===== src/rtl/core/hwsp_pkg.sv =====
// Types, constants and the hex digit decoder of the signature parser.
// No dependencies.
package hwsp_pkg;

  localparam int MAX_PATTERN_BYTES = 64;
  localparam int CntW = $clog2(MAX_PATTERN_BYTES + 1);

  localparam logic [7:0] CHAR_SPACE = 8'h20;
  localparam logic [7:0] CHAR_QMARK = 8'h3F;
  localparam logic [7:0] CHAR_0     = 8'h30;
  localparam logic [7:0] CHAR_9     = 8'h39;
  localparam logic [7:0] CHAR_LA    = 8'h61;
  localparam logic [7:0] CHAR_LF    = 8'h66;
  localparam logic [7:0] CHAR_UA    = 8'h41;
  localparam logic [7:0] CHAR_UF    = 8'h46;
  localparam logic [7:0] MASK_CONC  = 8'hFF;
  localparam logic [7:0] MASK_WILD  = 8'h00;

  typedef enum logic [1:0] {
    PH_START = 2'd0,
    PH_HIGH  = 2'd1,
    PH_QMARK = 2'd2
  } phase_e;

  typedef enum logic [2:0] {
    ST_OK       = 3'd0,
    ST_DANGLING = 3'd1,
    ST_BADHEX   = 3'd2,
    ST_NOBYTES  = 3'd3,
    ST_NOCONC   = 3'd4,
    ST_TOO_LONG = 3'd5
  } status_e;

  typedef struct packed {
    logic [7:0] character;
    logic       last_char;
  } in_beat_t;

  typedef struct packed {
    logic       byte_valid;
    logic [7:0] pattern_value;
    logic [7:0] pattern_mask;
    logic       done_res;
    status_e    status;
    logic       count_overflow;
    logic [6:0] byte_count;
    logic [5:0] first_concrete;
  } out_beat_t;

  typedef struct packed {
    logic       ok;
    logic [3:0] val;
  } hex_t;

  function automatic hex_t hex_decode(logic [7:0] c);
    hex_t h;
    h.ok  = 1'b1;
    h.val = 4'd0;
    if (c >= CHAR_0 && c <= CHAR_9) begin
      h.val = 4'(c - CHAR_0);
    end else if (c >= CHAR_LA && c <= CHAR_LF) begin
      h.val = 4'(c - CHAR_LA + 8'd10);
    end else if (c >= CHAR_UA && c <= CHAR_UF) begin
      h.val = 4'(c - CHAR_UA + 8'd10);
    end else begin
      h.ok = 1'b0;
    end
    return h;
  endfunction

endpackage


===== src/rtl/core/hex_wildcard_signature_parser_core.sv =====
// Byte-signature text parser: one character per beat in, pattern bytes and a
// final report out. A character enters the input register; decode then updates
// the parser state and loads the result register, so a beat is taken every
// cycle while the result register is free, and a result is presented once its
// character has left the input register; the parser state update sets that rate.
// A result beat left waiting in the result register holds the next character in
// the input register, and the input stalls once both are full.
// Characters that yield no byte and are not last give no output beat.
// Depends on hwsp_pkg, hwsp_in_reg, hwsp_parse and hwsp_out_reg.
module hex_wildcard_signature_parser_core (
  input  logic                clk_i,
  input  logic                rst_ni,
  input  logic                in_valid_i,
  output logic                in_ready_o,
  input  hwsp_pkg::in_beat_t  in_beat_i,
  output logic                out_valid_o,
  input  logic                out_ready_i,
  output hwsp_pkg::out_beat_t out_beat_o
);

  logic                s1_valid, take, free, res_valid;
  hwsp_pkg::in_beat_t  s1_beat;
  hwsp_pkg::out_beat_t res;

  assign take = s1_valid && free;

  hwsp_in_reg u_in (
    .clk_i      (clk_i),
    .rst_ni     (rst_ni),
    .in_valid_i (in_valid_i),
    .in_ready_o (in_ready_o),
    .in_beat_i  (in_beat_i),
    .take_i     (take),
    .valid_o    (s1_valid),
    .beat_o     (s1_beat)
  );

  hwsp_parse u_parse (
    .clk_i       (clk_i),
    .rst_ni      (rst_ni),
    .step_i      (take),
    .beat_i      (s1_beat),
    .res_valid_o (res_valid),
    .res_o       (res)
  );

  hwsp_out_reg u_out (
    .clk_i       (clk_i),
    .rst_ni      (rst_ni),
    .load_i      (take && res_valid),
    .beat_i      (res),
    .free_o      (free),
    .out_valid_o (out_valid_o),
    .out_ready_i (out_ready_i),
    .out_beat_o  (out_beat_o)
  );

endmodule


===== src/rtl/core/hwsp_in_reg.sv =====
// Input register stage of the signature parser.
// Depends on hwsp_pkg.
module hwsp_in_reg (
  input  logic               clk_i,
  input  logic               rst_ni,
  input  logic               in_valid_i,
  output logic               in_ready_o,
  input  hwsp_pkg::in_beat_t in_beat_i,
  input  logic               take_i,
  output logic               valid_o,
  output hwsp_pkg::in_beat_t beat_o
);

  logic               valid_q, valid_d;
  hwsp_pkg::in_beat_t beat_q;
  logic               fire;

  assign in_ready_o = !valid_q || take_i;
  assign fire       = in_valid_i && in_ready_o;
  assign valid_d    = fire || (valid_q && !take_i);

  always_ff @(posedge clk_i or negedge rst_ni) begin
    if (!rst_ni) begin
      valid_q <= 1'b0;
    end else begin
      valid_q <= valid_d;
    end
  end

  always_ff @(posedge clk_i) begin
    if (fire) begin
      beat_q <= in_beat_i;
    end
  end

  assign valid_o = valid_q;
  assign beat_o  = beat_q;

endmodule


===== src/rtl/core/hwsp_parse.sv =====
// Parser state and combinational step logic of the signature parser.
// Depends on hwsp_pkg.
module hwsp_parse (
  input  logic                clk_i,
  input  logic                rst_ni,
  input  logic                step_i,
  input  hwsp_pkg::in_beat_t  beat_i,
  output logic                res_valid_o,
  output hwsp_pkg::out_beat_t res_o
);

  localparam int CntW = hwsp_pkg::CntW;

  hwsp_pkg::phase_e  phase_q, phase_d, phase_n;
  hwsp_pkg::status_e err_q, err_d, err_n;
  logic [7:0]        held_q, held_d, held_n;
  logic [CntW-1:0]   cnt_q, cnt_d, cnt_n;
  logic              found_q, found_d, found_n;
  logic [5:0]        first_q, first_d, first_n;

  hwsp_pkg::hex_t    hi, lo;
  hwsp_pkg::status_e fin_st;
  logic              is_space, is_q, full, last;
  logic              emit_req, emit_conc, emit_ok;

  assign hi       = hwsp_pkg::hex_decode(held_q);
  assign lo       = hwsp_pkg::hex_decode(beat_i.character);
  assign is_space = beat_i.character == hwsp_pkg::CHAR_SPACE;
  assign is_q     = beat_i.character == hwsp_pkg::CHAR_QMARK;
  assign last     = beat_i.last_char;
  assign full     = cnt_q >= CntW'(hwsp_pkg::MAX_PATTERN_BYTES);
  assign emit_ok  = emit_req && !full;

  // token decode for one character
  always_comb begin
    phase_n   = phase_q;
    err_n     = err_q;
    held_n    = held_q;
    emit_req  = 1'b0;
    emit_conc = 1'b0;
    if (err_q == hwsp_pkg::ST_OK) begin
      if (phase_q == hwsp_pkg::PH_HIGH) begin
        if (is_space) begin
          err_n = hwsp_pkg::ST_DANGLING;
        end else if (!(hi.ok && lo.ok)) begin
          err_n = hwsp_pkg::ST_BADHEX;
        end else begin
          emit_req  = 1'b1;
          emit_conc = 1'b1;
          phase_n   = hwsp_pkg::PH_START;
        end
      end else if (phase_q == hwsp_pkg::PH_QMARK && is_q) begin
        phase_n = hwsp_pkg::PH_START;
      end else begin
        phase_n = hwsp_pkg::PH_START;
        if (is_q) begin
          emit_req = 1'b1;
          if (!full) begin
            phase_n = hwsp_pkg::PH_QMARK;
          end
        end else if (!is_space) begin
          held_n  = beat_i.character;
          phase_n = hwsp_pkg::PH_HIGH;
        end
      end
      if (emit_req && full) begin
        err_n = hwsp_pkg::ST_TOO_LONG;
      end
      if (last && err_n == hwsp_pkg::ST_OK && phase_n == hwsp_pkg::PH_HIGH) begin
        err_n = hwsp_pkg::ST_DANGLING;
      end
    end
  end

  always_comb begin
    cnt_n   = cnt_q + CntW'(emit_ok);
    found_n = found_q;
    first_n = first_q;
    if (emit_ok && emit_conc && !found_q) begin
      found_n = 1'b1;
      first_n = 6'(cnt_q);
    end
  end

  // next state
  always_comb begin
    phase_d = phase_q;
    err_d   = err_q;
    held_d  = held_q;
    cnt_d   = cnt_q;
    found_d = found_q;
    first_d = first_q;
    if (step_i) begin
      if (last) begin
        phase_d = hwsp_pkg::PH_START;
        err_d   = hwsp_pkg::ST_OK;
        held_d  = 8'd0;
        cnt_d   = '0;
        found_d = 1'b0;
        first_d = 6'd0;
      end else begin
        phase_d = phase_n;
        err_d   = err_n;
        held_d  = held_n;
        cnt_d   = cnt_n;
        found_d = found_n;
        first_d = first_n;
      end
    end
  end

  always_ff @(posedge clk_i or negedge rst_ni) begin
    if (!rst_ni) begin
      phase_q <= hwsp_pkg::PH_START;
      err_q   <= hwsp_pkg::ST_OK;
      held_q  <= 8'd0;
      cnt_q   <= '0;
      found_q <= 1'b0;
      first_q <= 6'd0;
    end else begin
      phase_q <= phase_d;
      err_q   <= err_d;
      held_q  <= held_d;
      cnt_q   <= cnt_d;
      found_q <= found_d;
      first_q <= first_d;
    end
  end

  // result outputs
  always_comb begin
    if (err_n != hwsp_pkg::ST_OK) begin
      fin_st = err_n;
    end else if (cnt_n == '0) begin
      fin_st = hwsp_pkg::ST_NOBYTES;
    end else if (!found_n) begin
      fin_st = hwsp_pkg::ST_NOCONC;
    end else begin
      fin_st = hwsp_pkg::ST_OK;
    end

    res_valid_o = emit_ok || last;
    res_o       = '0;
    if (emit_ok) begin
      res_o.byte_valid    = 1'b1;
      res_o.pattern_value = emit_conc ? {hi.val, lo.val} : 8'd0;
      res_o.pattern_mask  = emit_conc ? hwsp_pkg::MASK_CONC : hwsp_pkg::MASK_WILD;
    end
    if (last) begin
      res_o.done_res       = 1'b1;
      res_o.status         = fin_st;
      res_o.count_overflow = fin_st == hwsp_pkg::ST_TOO_LONG;
      res_o.byte_count     = 7'(cnt_n);
      res_o.first_concrete = (fin_st == hwsp_pkg::ST_OK) ? first_n : 6'd0;
    end
  end

endmodule


===== src/rtl/core/hwsp_out_reg.sv =====
// Result register of the signature parser.
// Depends on hwsp_pkg.
module hwsp_out_reg (
  input  logic                clk_i,
  input  logic                rst_ni,
  input  logic                load_i,
  input  hwsp_pkg::out_beat_t beat_i,
  output logic                free_o,
  output logic                out_valid_o,
  input  logic                out_ready_i,
  output hwsp_pkg::out_beat_t out_beat_o
);

  logic                valid_q, valid_d;
  hwsp_pkg::out_beat_t beat_q;

  assign free_o  = !valid_q || out_ready_i;
  assign valid_d = load_i || (valid_q && !out_ready_i);

  always_ff @(posedge clk_i or negedge rst_ni) begin
    if (!rst_ni) begin
      valid_q <= 1'b0;
    end else begin
      valid_q <= valid_d;
    end
  end

  always_ff @(posedge clk_i) begin
    if (load_i) begin
      beat_q <= beat_i;
    end
  end

  assign out_valid_o = valid_q;
  assign out_beat_o  = beat_q;

endmodule


===== config.mk =====
export PLATFORM = sky130hd
export DESIGN_NAME = hex_wildcard_signature_parser_core
export DESIGN_NICKNAME = d
export VERILOG_FILES = /design/src/rtl/core/hwsp_pkg.sv /design/src/rtl/core/hex_wildcard_signature_parser_core.sv /design/src/rtl/core/hwsp_in_reg.sv /design/src/rtl/core/hwsp_parse.sv /design/src/rtl/core/hwsp_out_reg.sv
export SDC_FILE = /design/constraint.sdc
export NUM_CORES = 1
export LEC_CHECK = 0
export BUFFER_PORTS_ARGS = -buffer_cell sky130_fd_sc_hd__buf_4
export CORE_MARGIN = 2
export CORE_UTILIZATION = 59
export CTS_BUF_LIST = sky130_fd_sc_hd__clkbuf_4 sky130_fd_sc_hd__clkbuf_8
export CTS_CLUSTER_SIZE = 20
export DETAILED_ROUTE_END_ITERATION = 10
export PLACE_DENSITY = 0.82
export SYNTH_ARGS = -nofsm -noshare
export SYNTH_HDL_FRONTEND = slang
export SYNTH_SLANG_ARGS = --single-unit

===== constraint.sdc =====
create_clock -name clk_i -period 4.8 [get_ports clk_i]
set_clock_uncertainty 0.2 [all_clocks]
set_input_delay 0.48 -clock clk_i [delete_from_list [all_inputs] [get_ports clk_i]]
set_output_delay 0.48 -clock clk_i [all_outputs]
set_load 0.02 [all_outputs]

==> results of run 1 <==
## stage by stage
stage	hold WS, ps	setup slack [ps]	power, W	instance area (µm²)	utilization
6_report	113.3	379.6	0.001474	3910	0.7101
5_1_grt	96.32	18.72	0.001553	3910	0.7101
4_1_cts	98.68	428.7	0.001482	3910	0.7101
3_5_place_dp	232.9	457.5	0.001061	3720	0.6755
3_3_place_gp	229.8	654.2	0.001048	3720	0.6755
2_1_floorplan	-15.59	826.8	0.0009597	3378	-
## cell usage in the layout, fill, tap and decap left out, types with 2 or more instances in the layout
cell type / count
nand3_1: 5
a21oi_1: 16
clkbuf_8: 11
buf_4: 53
and2_1: 6
or3b_2: 2
o211ai_1: 7
o21ai_0: 17
nor4_1: 2
nand2b_1: 4
nor3b_1: 2
a31oi_1: 3
nand3b_1: 2
and3_1: 2
xnor2_1: 8
nor2b_1: 3
edfxtp_1: 37
xor2_1: 5
clkinv_2: 2
nand4_1: 7
o31ai_1: 2
nor2_1: 24
ha_1: 9
dfrtp_1: 29
nor3_1: 6
clkbuf_4: 2
nand2_1: 41
a21o_1: 2
inv_1: 10
a22o_1: 8
nor4b_1: 3
o21bai_1: 3
## critical path: cells and delay by family, from the launching register on
kind                     cells  cell delay [ps]
AO/OA/AOI/OAI                7             1840
AND/OR/NAND/NOR              4              730
adder cells (fa/ha/maj)      3              670
flip-flops                   1              500
buffers and inverters        2              310
## state kept, by name (all words and copies together), names as in the netlist
name / count
u_parse.cnt_q: 7
u_parse.found_q: 1
u_in.beat_o: 9
u_parse.phase_q: 2
u_parse.held_q: 8
u_out.out_beat_o: 28
u_parse.err_q: 3
u_parse.first_q: 6
u_out.out_valid_o: 1
u_in.valid_o: 1
## cell type report
class	instances	area, µm²	share of cell area
Clock buffer	13	166.4	0.04256
Sequential cell	66	1837	0.4698
Tap cell	72	90.09	0.02304
Multi-Input combinational cell	213	1358	0.3472
Clock inverter	3	13.76	0.003520
Inverter	10	37.54	0.009600
Timing Repair Buffer	54	407.9	0.1043
## cells by family (layout without fill, tap and decap cells)
| group | count (synthesis) | after routing |
|---|---|---|
| adder cells (fa/ha/maj) | 9 | 9 |
| flip-flops | 66 | 66 |
| buffers and inverters | 37 | 80 |
| AND/OR/NAND/NOR | 117 | 117 |
| XOR/XNOR | 13 | 13 |
| AO/OA/AOI/OAI | 74 | 74 |
## timing repair
action,CTS,global route
setup endpoints to repair,0,0
endpoints found under the hold margin,29,0
hold buffers,1,0
## power groups by stage
stage | sequential [W] | clock (W) | combinational (W)
floorplan | 0.000751 | 0 | 0.000209
global placement | 0.000751 | 0 | 0.000297
finish | 0.000746 | 0.000418 | 0.000311
global route | 0.000754 | 0.000452 | 0.000347
CTS | 0.000744 | 0.000427 | 0.000311
detailed placement | 0.000755 | 0 | 0.000306
## how the worst max path moves through the flow
| stage | from | to | slack, ps | cells past startpoint |
|---|---|---|---|---|
| finish | u_in.beat_o[1] | u_out.out_beat_o[2] | 380 | 16 |
| global route | u_in.beat_o[1] | u_out.out_beat_o[2] | 20 | 16 |
| CTS | u_in.beat_o[1] | u_out.out_beat_o[3] | 430 | 16 |
| detailed placement | u_parse.held_q[1] | u_out.out_beat_o[3] | 460 | 16 |
| global placement | u_in.beat_o[7] | u_out.out_beat_o[5] | 650 | 14 |
| floorplan | u_in.beat_o[7] | u_out.out_beat_o[0] | 830 | 15 |
## layer usage
layer  vias to the layer above  share of wire
met1                      1199           0.44
met4                         0          0.023
met2                       123           0.47
met5                         -              0
li1                       1217              -
met3                        12          0.068
==> reports/results.ini, run 1 <==
[synthesis]
ys_seq_area_frac=0.5437
syn_nets=338
synth_xor_area_frac=0.03370
yosysWarnings=0
synth_cell_type_count=55
synthMuxAreaShare=0
synth-main-ff-cell=edfxtp_1
yosys-top-cells-count=41 x nand2_1, 37 x edfxtp_1, 29 x dfrtp_1
synth_top_area_frac=0.3289
synth_edf_count=37
synth_top_cell_by_area=edfxtp_1
ys_ff_latch=66
synthAdderAreaFrac=0.03333
synth_area_leaders=edfxtp_1 33%, dfrtp_1 21%, nand2_1 4.6%
async_reset_ff_frac=0.4394
yosysMostFrequentCell=nand2_1
netlist_area_mm2=0.003378
synth_top_family_by_area=simple AND/OR/NAND/NOR gates
avgSynthCellArea_um2=10.69
synth_compound_area_frac=0.1570
synthCells=316
yosys.area_share.simple=0.1770

[power_and_ir_drop]
peakVddDrop_uv=246.8
switching_share=0.3016
p_int_w=0.001030
combPwrFrac=0.211
clock_power_share=0.284
power.leakage_nw=1.628
power.switching_w=0.0004446
p_per_area_mw_per_mm2=377.0
share_seq_of_total_power=0.506

[hold_path]
worstHoldStart=in_beat_i[5]
hold_class=in2reg
hold_depth=1
holdPathEnd=u_in.beat_o[5]

[clocking]
clk_pin_slew_ps=70
cts_setup_buffers=0
root_buffer=clkbuf_8
insertion_delay_ps=340
cts_tree=done
cts_buffer_depth=2
cts_sinks=66
cts_resized=0
cts_max_level=3
cts_inserted_buffers=9

[setup_path]
crit_top_cell=ha_1
slowest_stage=edfxtp_1
crit_chain=inv_1 > ha_1 > o21bai_1 > a211o_1 > a22o_4 > o21bai_1 > and2_1 > ha_1 > ha_1 > nand3_1 > o31ai_1 > nor4b_1 > buf_4 > a2111oi_4 > nand4b_2 > a21oi_1
end_kind=flip-flop
rrSetupSlack_ps=380
timing_worst_setup_path_type=reg2reg
critPathLaunchType=flip-flop
worstPathArrival_ps=4400
rr_worst_depth=16
required_ps=4780
path_max_fanout=8
r2r_end=u_out.out_beat_o[2]
timing.rr.start=u_in.beat_o[1]
critPathMaxStageDelay_ps=500

[timing]
slew_violations=0
setup_viol=0
tns_ps=0
fmax_mhz=226.2
rsz0062_at_grt=no
hold_viol=0
period_share=0.9209
worst_pin_slew_ps=823.2
slew_headroom=0.4512
final.min_clock_period_ps=4420

[global_routing]
met1_usage=0.3211
grt_max_degree=30
grt-busiest-layer=met2
grtUsageTotal=0.2342
grt_pass1_wl_um=11100
grt_pass1_vias=2301
use_met3=0.03959
grt-ovfl-total=0
antenna_found_initial=0
use_met2=0.3571

[finish]
n_antenna_cell=0
drive_above_1_share=0.2173
stdcell_count=431
syn_to_final_growth_pct=15.74
fillCellCount=413
nets=376

[routing]
wire_per_inst_um=15.65
drtIter0Drc=204
first_pass_iters=5
drt-vias-per-instance=5.919
routed_wl_um=6743
drtAntennaViolNets=0
num_vias=2551
drcViolationCount=0

[floorplan]
core_mm2=0.005507
rows=27
dieArea_mm2=0.006347
die_h_um=79.67
die_w_um=79.67
initial_core_util=0.6135
ioPinCount=50

[placed_design]
place.gp.congestion=0.9498
place_inst=414
hpwl_um=4670
place.port_buffers=49

[job]
cap_violations=0

[outcome]
outcome=finished clean

No activity file was read; power rests on OpenSTA's default activity.
==> run 2, diff against run 1 <==
--- a/config.mk
+++ b/config.mk
@@ -6,12 +6,14 @@
 export NUM_CORES = 1
 export LEC_CHECK = 0
 export BUFFER_PORTS_ARGS = -buffer_cell sky130_fd_sc_hd__buf_4
+export CELL_PAD_IN_SITES_DETAIL_PLACEMENT = 2
+export CELL_PAD_IN_SITES_GLOBAL_PLACEMENT = 2
 export CORE_MARGIN = 2
-export CORE_UTILIZATION = 59
+export CORE_UTILIZATION = 38
 export CTS_BUF_LIST = sky130_fd_sc_hd__clkbuf_4 sky130_fd_sc_hd__clkbuf_8
 export CTS_CLUSTER_SIZE = 20
 export DETAILED_ROUTE_END_ITERATION = 10
-export PLACE_DENSITY = 0.82
+export PLACE_DENSITY_LB_ADDON = 0.1
 export SYNTH_ARGS = -nofsm -noshare
 export SYNTH_HDL_FRONTEND = slang
 export SYNTH_SLANG_ARGS = --single-unit
==> run 2 against run 1 <==
  * Global-route usage fell by 3.4 points
  * Design area grew 2.4%
  * Register-to-register slack worse by 40 ps
  * Sequential power hardly changed
  * Largest power group unchanged
  * First-iteration DRC count fell by 62%
==> reports/results.ini, run 2 (synthesis results as in run 1) <==
[setup_path]
timing_worst_setup_path_type=reg2reg  ; unchanged
timing.rr.start=u_parse.held_q[1]  ; was u_in.beat_o[1]
critPathLaunchType=flip-flop  ; unchanged
end_kind=flip-flop  ; unchanged
required_ps=4800  ; was 4780 ps
path_max_fanout=8  ; unchanged
r2r_end=u_out.out_beat_o[2]  ; unchanged
worstPathArrival_ps=4470  ; was 4400 ps
rrSetupSlack_ps=340  ; was 380 ps
rr_worst_depth=16  ; unchanged

[clocking]
clk_pin_slew_ps=90  ; was 70 ps
cts_max_level=3  ; unchanged
root_buffer=clkbuf_8  ; unchanged
cts_setup_buffers=0  ; unchanged
cts_tree=done  ; unchanged
cts_inserted_buffers=9  ; unchanged
cts_sinks=66  ; unchanged
cts_buffer_depth=2  ; unchanged
insertion_delay_ps=360  ; was 340 ps

[timing]
final.min_clock_period_ps=4465  ; was 4420 ps
setup_viol=0  ; unchanged
slew_headroom=0.3967  ; was 0.4512
slew_violations=0  ; unchanged
whs_ps=98.52  ; was 113.3 ps
hold_viol=0  ; unchanged
worst_pin_slew_ps=904.9  ; was 823.2 ps
period_share=0.9301  ; was 0.9209
fmax_mhz=224.0  ; was 226.2 MHz

[placed_design]
hpwl_um=6198  ; was 4670 µm
place.port_buffers=49  ; unchanged
place.gp.congestion=0.8039  ; was 0.9498

[finish]
largest_reg_flops=28  ; unchanged
nets=376  ; unchanged
final_cell_mix=53 x buf_4, 41 x nand2_1, 37 x edfxtp_1  ; unchanged
drive_above_1_share=0.2228  ; was 0.2173
n_antenna_cell=0  ; unchanged
syn_to_final_growth_pct=18.56  ; was 15.74%
fillCellCount=911  ; was 413
mostFrequentLayoutCell=buf_4  ; unchanged

[global_routing]
grt_pass1_wl_um=14950  ; was 11100 µm
antenna_found_initial=0  ; unchanged
grtUsageTotal=0.1998  ; was 0.2342
grt-ovfl-total=0  ; unchanged
grt_max_degree=30  ; unchanged
grt_pass1_vias=2758  ; was 2301

[hold_path]
hold_depth=1  ; unchanged
hold_class=in2reg  ; unchanged
worstHoldStart=in_beat_i[0]  ; was in_beat_i[5]
holdPathEnd=u_in.beat_o[0]  ; was u_in.beat_o[5]

[floorplan]
dieArea_mm2=0.009660  ; was 0.006347 mm²
ioPinCount=50  ; unchanged
die_w_um=98.29  ; was 79.67 µm
rows=34  ; was 27
initial_core_util=0.3893  ; was 0.6135
die_h_um=98.29  ; was 79.67 µm
core_mm2=0.008678  ; was 0.005507 mm²

[routing]
wire_per_inst_um=19.32  ; was 15.65 µm
num_vias=2559  ; was 2551
routed_wl_um=9022  ; was 6743 µm
drcViolationCount=0  ; unchanged
drtAntennaViolNets=0  ; unchanged
first_pass_iters=4  ; was 5
drt-vias-per-instance=5.480  ; was 5.919
drtIter0Drc=77  ; was 204

[job]
cap_violations=0  ; unchanged

[power_and_ir_drop]
p_per_area_mw_per_mm2=402.3  ; was 377.0 mW/mm²
power.leakage_nw=1.637  ; was 1.628 nW
peakVddDrop_uv=177.4  ; was 246.8 µV
power.total_w=0.001611  ; was 0.001474 W

[outcome]
outcome=finished clean  ; unchanged

run 2: changes by cell type in the layout (fill, tap and decap cells not counted), sizes merged:
cell,delta
clkinv,-2
clkbuf,-4
inv,+2
bufinv,+2
clkinvlp,+2
run 2: where the power goes:
| group | leakage [nW] | switching, W | internal, W | total (W) |
|---|---|---|---|---|
| Combinational | 0.783 | 0.000193 | 0.000131 | 0.000324 |
| Clock | 0.106 | 0.000242 | 0.000297 | 0.000538 |
| Sequential | 0.747 | 0.0000748 | 0.000674 | 0.000749 |
| Total | 1.64 | 0.000509 | 0.00110 | 0.00161 |
run 2: area by class of cell:
type                            count  area (µm²)  share of cell area
Inverter                           10       37.54            0.009372
Sequential cell                    66        1837              0.4586
Multi-Input combinational cell    213        1363              0.3402
Tap cell                          108       135.1             0.03374
Timing Repair Buffer               54       407.9              0.1018
Clock buffer                        9       123.9             0.03093
Clock inverter                      7       101.3             0.02530
run 2: what timing repair did:
item / in CTS / in global routing
endpoints found under the setup margin: 0 / 7
endpoints found under the hold margin: 29 / 0
hold buffers: 1 / 0
gates resized for setup: 0 / 1
run 2: how the worst max path moves through the flow:
stage	endpoint	cells after the start	slack (ps)	startpoint
finish	u_out.out_beat_o[2]	16	340	u_parse.held_q[1]
global route	u_out.out_beat_o[2]	16	-1	u_parse.held_q[1]
CTS	u_out.out_beat_o[2]	16	240	u_in.beat_o[1]
floorplan	u_out.out_beat_o[0]	15	830	u_in.beat_o[7]
detailed placement	u_out.out_beat_o[2]	16	280	u_in.beat_o[1]
global placement	u_out.out_beat_o[4]	16	500	u_parse.held_q[0]
run 2: per-stage QoR:
stage / util / cell area, µm² / setup TNS [ps] / instances / setup slack [ps]
3_3_place_gp: 0.4338 / 3765 / 0 / 450 / 504.3
6_report: 0.4615 / 4005 / 0 / 467 / 335.4
3_5_place_dp: 0.4338 / 3765 / 0 / 450 / 281.2
5_1_grt: 0.4615 / 4005 / -1.402 / 467 / -1.402
4_1_cts: 0.4609 / 4000 / 0 / 467 / 241.7
2_1_floorplan: - / 3378 / 0 / 316 / 826.8
run 2: per-layer routing:
| metal | wire length [µm] | track usage | part of all wire | vias to the layer above |
|---|---|---|---|---|
| met3 | 300 | 0.03078 | 0.033 | 11 |
| met4 | 150 | 0.07587 | 0.017 | 0 |
| met5 | 0 | 0 | 0 | - |
| met1 | 4265 | 0.2755 | 0.47 | 1292 |
| li1 | - | - | - | 1203 |
| met2 | 4304 | 0.3192 | 0.48 | 53 |
run 2: worst max-delay path, cell delays in order (launching register included):
cell       delay (ps)
dfrtp_1           420
inv_1             120
ha_1              180
o21bai_1           90
a2111o_1          560
a22o_4            310
o21bai_1          190
and2_1            180
ha_1              190
ha_1              300
nand3_2           190
o31ai_1           290
nor4b_1            80
buf_4             150
a2111oi_4         370
nand4b_2          260
a21oi_1           220
